--- config.mk ---
export PLATFORM = sky130hd
export DESIGN_NAME = sbus_frame_decoder
export DESIGN_NICKNAME = d
export VERILOG_FILES = /design/src/hw/rtl/sbfd_pkg.sv /design/src/hw/rtl/sbfd_front.sv /design/src/hw/rtl/sbfd_frame_queue.sv /design/src/hw/rtl/sbfd_back.sv /design/src/hw/rtl/sbus_frame_decoder.sv
export SDC_FILE = /design/constraint.sdc
export NUM_CORES = 2
export LEC_CHECK = 0
export ABC_AREA = 1
export BUFFER_PORTS_ARGS = -buffer_cell sky130_fd_sc_hd__buf_4
export CORE_ASPECT_RATIO = 1.2
export CORE_MARGIN = 5
export CORE_UTILIZATION = 55
export DETAILED_ROUTE_END_ITERATION = 6
export GPL_ROUTABILITY_DRIVEN = 0
export GPL_TIMING_DRIVEN = 0
export PLACE_DENSITY = 0.71
export SLEW_MARGIN = 20
export SYNTH_ARGS = -nofsm -noshare
export SYNTH_HDL_FRONTEND = slang
export SYNTH_SLANG_ARGS = --single-unit
--- constraint.sdc ---
create_clock -name clk -period 17.3 [get_ports clk]
set_input_delay 1.73 -clock clk [delete_from_list [all_inputs] [get_ports clk]]
set_output_delay 1.73 -clock clk [all_outputs]
set_load 0.05 [all_outputs]
--- src/hw/rtl/sbfd_pkg.sv ---
`timescale 1ns / 1ps

package sbfd_pkg;

    // Frame geometry
    localparam int NUM_CHANNELS  = 16;
    localparam int PAYLOAD_BYTES = 23;
    localparam int CHAN_W        = 11;
    localparam int CHAN_BITS     = NUM_CHANNELS * CHAN_W;
    localparam int FLAG_W        = 4;
    localparam int IDX_W         = $clog2(NUM_CHANNELS);
    localparam int QUEUE_DEPTH   = 2;

    localparam logic [7:0] HEADER_BYTE = 8'h0F;
    localparam logic [7:0] FOOTER_BYTE = 8'h00;

    // Scaling constants
    localparam logic signed [11:0] RAW_MIN    = 12'sd172;
    localparam logic signed [11:0] RAW_CENTER = 12'sd992;

    // Pulse width: (base*41 + d*25) / 41
    localparam logic signed [17:0] PULSE_BASE_SYM = 18'sd61500;
    localparam logic signed [17:0] PULSE_BASE_ONE = 18'sd41000;
    localparam logic signed [17:0] PULSE_SLOPE    = 18'sd25;
    localparam logic [16:0]        PULSE_DIV      = 17'd41;
    localparam logic [16:0]        PULSE_RECIP    = 17'd102300;   // floor(2^22 / 41)
    localparam int                 PULSE_SHIFT    = 22;

    // Normalised value: |d|*4096/205 (centred) or |d|*2048/205 (one-sided)
    localparam logic [16:0] NORM_DIV   = 17'd205;
    localparam logic [16:0] NORM_RECIP = 17'd81840;               // floor(2^24 / 205)
    localparam int          NORM_SHIFT_SYM = 12;
    localparam int          NORM_SHIFT_ONE = 13;

    localparam logic [11:0] PULSE_MIN = 12'd895;
    localparam logic [11:0] PULSE_MAX = 12'd2143;

    // Output word: channel_index, raw_value, norm_q14, pulse_us, status_flags
    localparam int OUT_DATA_W = 48;

    typedef struct packed {
        logic [FLAG_W-1:0]    flags;
        logic [CHAN_BITS-1:0] chans;
    } frame_t;

    typedef struct packed {
        logic full;
        logic empty;
    } queue_status_t;

endpackage

--- src/hw/rtl/sbfd_front.sv ---
`timescale 1ns / 1ps

module sbfd_front
    import sbfd_pkg::*;
(
    input  logic          clk,
    input  logic          rst_n,
    input  logic          in_valid,
    output logic          in_ready,
    input  logic [7:0]    in_byte,
    output logic          push,
    output frame_t        push_frame,
    input  queue_status_t q_status
);

    localparam logic [1:0] PH_HUNT    = 2'd0;
    localparam logic [1:0] PH_PAYLOAD = 2'd1;
    localparam logic [1:0] PH_FOOTER  = 2'd2;
    localparam logic [1:0] PH_DISCARD = 2'd3;

    localparam int          COUNT_W   = 5;
    localparam int          STORE_W   = PAYLOAD_BYTES * 8;
    localparam logic [COUNT_W-1:0] LAST_BYTE = COUNT_W'(PAYLOAD_BYTES - 1);

    logic [1:0]         phase_reg, phase_next;
    logic [COUNT_W-1:0] count_reg, count_next;
    logic [STORE_W-1:0] store_reg;
    logic               accept;

    // Only the footer byte needs room in the queue
    assign in_ready = (phase_reg != PH_FOOTER) || !q_status.full;
    assign accept   = in_valid && in_ready;

    always_comb
    begin
        phase_next = phase_reg;
        count_next = count_reg;
        push       = 1'b0;
        if (accept)
        begin
            case (phase_reg)
                PH_HUNT:
                begin
                    if (in_byte == HEADER_BYTE)
                    begin
                        phase_next = PH_PAYLOAD;
                        count_next = '0;
                    end
                end
                PH_PAYLOAD:
                begin
                    if (count_reg == LAST_BYTE)
                    begin
                        count_next = '0;
                        phase_next = PH_FOOTER;
                    end
                    else
                    begin
                        count_next = count_reg + 1'b1;
                    end
                end
                PH_FOOTER:
                begin
                    if (in_byte == FOOTER_BYTE)
                    begin
                        push       = 1'b1;
                        phase_next = PH_HUNT;
                    end
                    else
                    begin
                        phase_next = PH_DISCARD;
                    end
                end
                PH_DISCARD:
                begin
                    if (in_byte == FOOTER_BYTE)
                        phase_next = PH_HUNT;
                end
                default:
                begin
                    phase_next = PH_HUNT;
                end
            endcase
        end
    end

    always_ff @(posedge clk or negedge rst_n)
    begin
        if (!rst_n)
        begin
            phase_reg <= PH_HUNT;
            count_reg <= '0;
        end
        else
        begin
            phase_reg <= phase_next;
            count_reg <= count_next;
        end
    end

    // Shift payload bytes in from the top; byte 0 ends up lowest
    always_ff @(posedge clk)
    begin
        if (accept && (phase_reg == PH_PAYLOAD))
            store_reg <= {in_byte, store_reg[STORE_W-1:8]};
    end

    assign push_frame.chans = store_reg[CHAN_BITS-1:0];
    assign push_frame.flags = store_reg[(PAYLOAD_BYTES-1)*8 +: FLAG_W];

endmodule

--- src/hw/rtl/sbfd_frame_queue.sv ---
`timescale 1ns / 1ps

module sbfd_frame_queue
    import sbfd_pkg::*;
#(
    parameter int DEPTH = QUEUE_DEPTH
)
(
    input  logic          clk,
    input  logic          rst_n,
    input  logic          push,
    input  frame_t        push_frame,
    input  logic          pop,
    output frame_t        pop_frame,
    output queue_status_t status
);

    localparam int PTR_W = (DEPTH > 1) ? $clog2(DEPTH) : 1;
    localparam int CNT_W = $clog2(DEPTH + 1);
    localparam logic [PTR_W-1:0] LAST_PTR = PTR_W'(DEPTH - 1);
    localparam logic [CNT_W-1:0] FULL_CNT = CNT_W'(DEPTH);

    frame_t           entries [DEPTH];
    logic [PTR_W-1:0] wr_ptr_reg, wr_ptr_next;
    logic [PTR_W-1:0] rd_ptr_reg, rd_ptr_next;
    logic [CNT_W-1:0] count_reg, count_next;

    assign status.full  = (count_reg == FULL_CNT);
    assign status.empty = (count_reg == '0);
    assign pop_frame    = entries[rd_ptr_reg];

    always_comb
    begin
        wr_ptr_next = wr_ptr_reg;
        rd_ptr_next = rd_ptr_reg;
        if (push)
            wr_ptr_next = (wr_ptr_reg == LAST_PTR) ? '0 : wr_ptr_reg + 1'b1;
        if (pop)
            rd_ptr_next = (rd_ptr_reg == LAST_PTR) ? '0 : rd_ptr_reg + 1'b1;
        case ({push, pop})
            2'b10:   count_next = count_reg + 1'b1;
            2'b01:   count_next = count_reg - 1'b1;
            default: count_next = count_reg;
        endcase
    end

    always_ff @(posedge clk or negedge rst_n)
    begin
        if (!rst_n)
        begin
            wr_ptr_reg <= '0;
            rd_ptr_reg <= '0;
            count_reg  <= '0;
        end
        else
        begin
            wr_ptr_reg <= wr_ptr_next;
            rd_ptr_reg <= rd_ptr_next;
            count_reg  <= count_next;
        end
    end

    always_ff @(posedge clk)
    begin
        if (push)
            entries[wr_ptr_reg] <= push_frame;
    end

    no_push_when_full: assert property (@(posedge clk) disable iff (!rst_n)
        push |-> !status.full)
        else $error("frame pushed into a full queue");

    no_pop_when_empty: assert property (@(posedge clk) disable iff (!rst_n)
        pop |-> !status.empty)
        else $error("frame popped from an empty queue");

endmodule

--- src/hw/rtl/sbfd_back.sv ---
`timescale 1ns / 1ps

module sbfd_back
    import sbfd_pkg::*;
(
    input  logic                    clk,
    input  logic                    rst_n,
    input  queue_status_t           q_status,
    input  frame_t                  pop_frame,
    output logic                    pop,
    input  logic [NUM_CHANNELS-1:0] sym_mask,
    output logic                    out_valid,
    input  logic                    out_ready,
    output logic [OUT_DATA_W-1:0]   out_data,
    output logic                    out_last
);

    localparam logic [IDX_W-1:0] LAST_IDX = IDX_W'(NUM_CHANNELS - 1);

    // Channel sequencer
    logic                 busy_reg;
    logic [IDX_W-1:0]     idx_reg;
    logic [CHAN_BITS-1:0] chans_reg;
    logic [FLAG_W-1:0]    flags_reg;
    logic                 advance;
    logic                 issue;

    // Stage 0 logic
    logic [CHAN_W-1:0]    raw0;
    logic                 sym0;
    logic signed [11:0]   d0;
    logic [10:0]          a0;
    logic signed [17:0]   n0;

    // Stage 1
    logic                 s1_valid_reg;
    logic [IDX_W-1:0]     s1_idx_reg;
    logic [CHAN_W-1:0]    s1_raw_reg;
    logic [10:0]          s1_a_reg;
    logic                 s1_neg_reg;
    logic                 s1_sym_reg;
    logic [16:0]          s1_n_reg;
    logic [FLAG_W-1:0]    s1_flags_reg;
    logic                 s1_last_reg;
    logic [27:0]          pa1;
    logic [33:0]          pp1;

    // Stage 2
    logic                 s2_valid_reg;
    logic [IDX_W-1:0]     s2_idx_reg;
    logic [CHAN_W-1:0]    s2_raw_reg;
    logic [10:0]          s2_a_reg;
    logic                 s2_neg_reg;
    logic                 s2_sym_reg;
    logic [16:0]          s2_n_reg;
    logic [FLAG_W-1:0]    s2_flags_reg;
    logic                 s2_last_reg;
    logic [27:0]          s2_pa_reg;
    logic [33:0]          s2_pp_reg;

    logic [14:0]          qn_est;
    logic [22:0]          norm_num;
    logic [23:0]          rn;
    logic [14:0]          qn;
    logic [15:0]          norm2;
    logic [11:0]          qp_est;
    logic [17:0]          rp;
    logic [11:0]          qp;

    // Output register
    logic                  out_valid_reg;
    logic [OUT_DATA_W-1:0] out_data_reg;
    logic                  out_last_reg;

    assign advance = !out_valid_reg || out_ready;
    assign issue   = busy_reg && advance;
    assign pop     = !busy_reg && !q_status.empty;

    always_ff @(posedge clk or negedge rst_n)
    begin
        if (!rst_n)
        begin
            busy_reg <= 1'b0;
            idx_reg  <= '0;
        end
        else if (pop)
        begin
            busy_reg <= 1'b1;
            idx_reg  <= '0;
        end
        else if (issue)
        begin
            idx_reg <= idx_reg + 1'b1;
            if (idx_reg == LAST_IDX)
                busy_reg <= 1'b0;
        end
    end

    // Advance one channel per issue by shifting the next one down
    always_ff @(posedge clk)
    begin
        if (pop)
        begin
            chans_reg <= pop_frame.chans;
            flags_reg <= pop_frame.flags;
        end
        else if (issue)
        begin
            chans_reg <= chans_reg >> CHAN_W;
        end
    end

    always_comb
    begin
        raw0 = chans_reg[CHAN_W-1:0];
        sym0 = sym_mask[idx_reg];
        d0   = $signed({1'b0, raw0}) - (sym0 ? RAW_CENTER : RAW_MIN);
        a0   = d0[11] ? 11'(-d0) : 11'(d0);
        n0   = (sym0 ? PULSE_BASE_SYM : PULSE_BASE_ONE) + 18'(d0) * PULSE_SLOPE;
    end

    // Reciprocal products
    assign pa1 = 28'(s1_a_reg) * 28'(NORM_RECIP);
    assign pp1 = 34'(s1_n_reg) * 34'(PULSE_RECIP);

    // Estimates fall short by at most one; correct with a remainder check
    always_comb
    begin
        qn_est   = s2_sym_reg ? 15'(s2_pa_reg >> NORM_SHIFT_SYM)
                              : 15'(s2_pa_reg >> NORM_SHIFT_ONE);
        norm_num = s2_sym_reg ? {s2_a_reg, 12'b0} : {1'b0, s2_a_reg, 11'b0};
        rn       = 24'(norm_num) - 24'(qn_est) * 24'(NORM_DIV);
        qn       = qn_est + ((rn >= 24'(NORM_DIV)) ? 15'd1 : 15'd0);
        norm2    = s2_neg_reg ? -16'(qn) : 16'(qn);
        qp_est   = 12'(s2_pp_reg >> PULSE_SHIFT);
        rp       = 18'(s2_n_reg) - 18'(qp_est) * 18'(PULSE_DIV);
        qp       = qp_est + ((rp >= 18'(PULSE_DIV)) ? 12'd1 : 12'd0);
    end

    always_ff @(posedge clk or negedge rst_n)
    begin
        if (!rst_n)
        begin
            s1_valid_reg  <= 1'b0;
            s2_valid_reg  <= 1'b0;
            out_valid_reg <= 1'b0;
        end
        else if (advance)
        begin
            s1_valid_reg  <= issue;
            s2_valid_reg  <= s1_valid_reg;
            out_valid_reg <= s2_valid_reg;
        end
    end

    always_ff @(posedge clk)
    begin
        if (advance)
        begin
            s1_idx_reg   <= idx_reg;
            s1_raw_reg   <= raw0;
            s1_a_reg     <= a0;
            s1_neg_reg   <= d0[11];
            s1_sym_reg   <= sym0;
            s1_n_reg     <= n0[16:0];
            s1_flags_reg <= flags_reg;
            s1_last_reg  <= (idx_reg == LAST_IDX);

            s2_idx_reg   <= s1_idx_reg;
            s2_raw_reg   <= s1_raw_reg;
            s2_a_reg     <= s1_a_reg;
            s2_neg_reg   <= s1_neg_reg;
            s2_sym_reg   <= s1_sym_reg;
            s2_n_reg     <= s1_n_reg;
            s2_flags_reg <= s1_flags_reg;
            s2_last_reg  <= s1_last_reg;
            s2_pa_reg    <= pa1;
            s2_pp_reg    <= pp1;

            out_data_reg <= {1'b0, s2_flags_reg, qp, norm2, s2_raw_reg, s2_idx_reg};
            out_last_reg <= s2_last_reg;
        end
    end

    assign out_valid = out_valid_reg;
    assign out_data  = out_data_reg;
    assign out_last  = out_last_reg;

    last_on_final_channel: assert property (@(posedge clk) disable iff (!rst_n)
        (out_valid_reg && out_last_reg) |-> (out_data_reg[IDX_W-1:0] == LAST_IDX))
        else $error("last flag on a channel other than the final one");

    pulse_in_range: assert property (@(posedge clk) disable iff (!rst_n)
        out_valid_reg |-> (out_data_reg[42:31] >= PULSE_MIN)
                          && (out_data_reg[42:31] <= PULSE_MAX))
        else $error("pulse width out of range");

    frame_ends_on_final_channel: assert property (@(posedge clk) disable iff (!rst_n)
        $fell(busy_reg) |-> ($past(idx_reg) == LAST_IDX))
        else $error("channel sequencer stopped early");

endmodule

--- src/hw/rtl/sbus_frame_decoder.sv ---
`timescale 1ns / 1ps
// A good frame enters the queue with its footer byte; the channel sequencer pops it and each
// channel passes stage 1, stage 2 and the output register. Throughput: one byte per cycle
// at the input; the 16 results of a frame leave on consecutive cycles while the output is
// ready, and no frame is popped until all channels of the last are issued. The input stalls
// only on a footer byte while the two-frame queue is full. Reset (rst_n low, asynchronous):
// parser hunts for a header, queue and pipeline empty, symmetric mask cleared to zero.

module sbus_frame_decoder
    import sbfd_pkg::*;
#(
    parameter int QUEUE_DEPTH_P = QUEUE_DEPTH
)
(
    input  logic                    clk,
    input  logic                    rst_n,
    // Input stream
    input  logic                    s_axis_tvalid,
    output logic                    s_axis_tready,
    input  logic [7:0]              s_axis_tdata,    // [7:0] rx_byte
    // Result stream
    output logic                    m_axis_tvalid,
    input  logic                    m_axis_tready,
    output logic [OUT_DATA_W-1:0]   m_axis_tdata,    // [3:0] channel_index, [14:4] raw_value,
                                                     // [30:15] norm_q14, [42:31] pulse_us,
                                                     // [46:43] status_flags, [47] zero
    output logic                    m_axis_tlast,
    // Configuration
    input  logic                    cfg_wr_en,
    input  logic [NUM_CHANNELS-1:0] cfg_wr_data      // symmetric_mask
);

    // Front end: parse bytes, collect payload, hand good frames to the queue.
    // Back end: unpack and scale channels one per cycle while the result stream is
    // ready; meanwhile the front keeps taking bytes of the next frame.

    frame_t                  push_frame;
    frame_t                  pop_frame;
    queue_status_t           q_status;
    logic                    push;
    logic                    pop;
    logic [NUM_CHANNELS-1:0] sym_mask_reg;

    // Hold the scaling mask; the user must write it only while the block is idle, which the block does not enforce
    always_ff @(posedge clk or negedge rst_n)
    begin
        if (!rst_n)
            sym_mask_reg <= '0;
        else if (cfg_wr_en)
            sym_mask_reg <= cfg_wr_data;
    end

    sbfd_front u_front
    (
        .clk        (clk),
        .rst_n      (rst_n),
        .in_valid   (s_axis_tvalid),
        .in_ready   (s_axis_tready),
        .in_byte    (s_axis_tdata),
        .push       (push),
        .push_frame (push_frame),
        .q_status   (q_status)
    );

    sbfd_frame_queue #(
        .DEPTH (QUEUE_DEPTH_P)
    ) u_queue
    (
        .clk        (clk),
        .rst_n      (rst_n),
        .push       (push),
        .push_frame (push_frame),
        .pop        (pop),
        .pop_frame  (pop_frame),
        .status     (q_status)
    );

    sbfd_back u_back
    (
        .clk       (clk),
        .rst_n     (rst_n),
        .q_status  (q_status),
        .pop_frame (pop_frame),
        .pop       (pop),
        .sym_mask  (sym_mask_reg),
        .out_valid (m_axis_tvalid),
        .out_ready (m_axis_tready),
        .out_data  (m_axis_tdata),
        .out_last  (m_axis_tlast)
    );

endmodule

==> results.ini <==
[setup_path]
path_buf_inv = 5
crit_required_ns = 17.65
path_common_cell = nand2_1
crit_type = register to register
arrival_ns = 7.96
cp_top_family = adder cells
crit_fanout = 10
start_kind = register
critPathSlowestCell = o21ai_0
end_kind = register
max_stage_delay_ns = 0.54

[routing]
vias = 29151
route.final.wire_length_mm = 95.0
dr.pass1.iters = 5
wire_per_inst_um = 17.1
drtIter0Drc = 1576
ant_nets = 0
vias_per_cell = 5.26
drc = 0

[layout]
largest_reg_flops = 360
drive_above_1_share_pct = 7.62
syn2layout_area_growth_pct = 11.6
diodes = 0
num-nets-final = 4967

[timing]
rsz0062_at_grt = false
maxSlewHeadroom_pct = 33.4
setup_viol = 0
worst_slack_ns = 9.69
finClkSkew_ns = 0.0695
slew_viol_final = 0
min_period_ns = 7.61
fmax_ghz = 0.131
finalHoldViolations = 0
layout_worst_path_cycle_share_pct = 44.0
max_slew.worst_pin.slew_ns = 0.990

[cts]
tritoncts = yes
cts_hold_repair.buffers = 0
cts.sinks = 929
cts.path.max_buffers = 3
cts-root-buf = clkbuf_16
cts_max_level = 3
clock_latency_ns = 0.67
post-cts-setup-buffers = 0
cts.clk_slew.worst_paths_ns = 0.06
post_cts_resized = 0
cts_buffers = 89

[hold_path]
hold_class = register to register

[synthesis]
syn_inst = 4111
avgSynthCellArea_um2 = 11.9
synth_seq_cells = 929
netlist_area_um2 = 48800
ys_warn_count = 0
synthesis.nets = 4756
synth.area.top_cells = edfxtp_1, ha_1, fa_1, nand2_1, inv_1
synth_edf_count = 894
yosysTopAreaCell = edfxtp_1
ys_types = 57
yosysSeqAreaShare_pct = 56.8
ys.flop_type = edfxtp_1
synthArstFlopShare_pct = 3.77
yosys.area.top_type_share_pct = 55.0

[run_status]
outcome = finished clean

[grt]
grt.overflow.total = 0
grt_usage_pct = 20.4
grt_pass1_wl_mm = 155
antenna_found_initial = 1
grt_max_degree = 104
grt_pass1_vias = 30345

[die]
rows = 119
initial_core_util_pct = 55.5
dieHeight_um = 336
core_um2 = 88000
die_area_um2 = 94800
die_w_um = 282
ios = 80

[job]
maxCapViolations = 0

[place]
numPortBuffers = 77
hpwl_mm = 71.0
dpl_worst_slack_ns = 9.70

[final timing paths]
| kind | startpoint | endpoint | slack [ns] | depth (start not counted) |
|---|---|---|---|---|
| setup / recovery | u_back.s2_sym_reg | u_back.out_data[28] | 9.69 | 39 |
| hold / removal | u_back.s1_raw_reg[9] | u_back.s2_raw_reg[9] | 0.41 | 0 |
| setup reg to reg | u_back.s2_sym_reg | u_back.out_data[28] | 9.69 | 39 |
| hold reg to reg | u_back.s1_raw_reg[9] | u_back.s2_raw_reg[9] | 0.41 | 0 |
| max in group asynchronous | rst_n | sym_mask_reg[13] | 15.93 | 1 |
| min in group asynchronous | rst_n | u_front.phase_reg[0] | 1.01 | 1 |
[cell type report]
type                       instances  area, µm²
fill                            6741      33500
sequential                       929      27700
multi-input combinational       2414      18200
inverter                         679       2560
clock buffer                     102       2300
tap                             1149       1440
timing repair buffer             120       1280
clock inverter                    62        612
buffer                            89        375
[layer usage]
metal  vias up  share of wire (%)  global-route usage, %
met1     14269                 39                   24.2
met3       193                3.2                   2.26
met2       498                 55                   38.8
met5         -                  0                      0
li1      14191                  -                      -
met4         0                2.9                   6.46
[cells in the mapped netlist (all sizes together), types with 2 or more instances]
| library cell | count |
|---|---|
| clkbuf | 71 |
| fa | 230 |
| edfxtp | 894 |
| or2 | 11 |
| o211ai | 2 |
| a211oi | 2 |
| nand3 | 95 |
| nor3 | 27 |
| and2 | 2 |
| a21oi | 110 |
| xnor2 | 31 |
| o21ai | 86 |
| nand4 | 21 |
| nor2 | 306 |
| nand2 | 791 |
| dfrtp | 35 |
| inv | 679 |
| ha | 386 |
| a31oi | 168 |
| nand3b | 15 |
| mux2 | 8 |
| xor2 | 78 |
| a21o | 12 |
| o21bai | 8 |
| mux2i | 5 |
| o21a | 5 |
| nor4 | 6 |
| buf | 18 |
[placed cells by master, fill, tap and decap left out, types with 9 or more instances in the layout]
| master | n |
|---|---|
| clkinv_1 | 17 |
| clkinv_2 | 18 |
| clkbuf_1 | 83 |
| fa_1 | 230 |
| nand3_1 | 93 |
| nor2_1 | 298 |
| o21ai_0 | 74 |
| nand2_1 | 777 |
| buf_16 | 14 |
| dfrtp_1 | 35 |
| buf_2 | 12 |
| or2_2 | 9 |
| a31oi_1 | 168 |
| nand3b_1 | 15 |
| nand4_1 | 21 |
| inv_1 | 673 |
| xnor2_1 | 28 |
| ha_1 | 386 |
| clkbuf_16 | 90 |
| edfxtp_1 | 894 |
| a21oi_1 | 109 |
| nand2_2 | 9 |
| nor3_1 | 25 |
| buf_4 | 97 |
| a21o_1 | 12 |
| xor2_1 | 75 |
[cell families (layout without fill, tap and decap cells)]
| logic type | count (synthesis) | count (layout) | synth area share (%) |
|---|---|---|---|
| flip-flops | 929 | 929 | 56.8 |
| AND/OR/NAND/NOR | 1276 | 1276 | 10.7 |
| XOR/XNOR | 109 | 109 | 2.07 |
| buffers and inverters | 768 | 1052 | 5.99 |
| multiplexers | 13 | 13 | 0.287 |
| adder cells (fa/ha/maj) | 616 | 616 | 19.3 |
| other | 1 | 1 | 0.00768 |
| AO/OA/AOI/OAI | 399 | 399 | 4.78 |
[metrics by stage]
step	TNS (ns)	util [%]	area, µm²	hold WS [ns]	instances
final	0	61.9	54500	0.413	5544
after global placement	-964.35	57.8	50800	0.400	5337
after CTS	0	61.9	54500	0.416	5544
after detailed placement	0	58.6	51600	0.405	5380
after global routing	0	61.9	54500	0.420	5544
after floorplan	0	-	48800	0.400	4111
[worst reg2reg max path, delay by kind of cell, from the launching register on]
family | cells | cell delay, ns
XOR/XNOR | 2 | 0.43
flip-flops | 1 | 0.49
AO/OA/AOI/OAI | 2 | 0.73
buffers and inverters | 5 | 0.79
AND/OR/NAND/NOR | 23 | 2.38
adder cells (fa/ha/maj) | 7 | 2.47
Power is left out: the tool's default activity adds up to more than one toggle a clock period on the data nets, which glitch-free logic cannot reach.
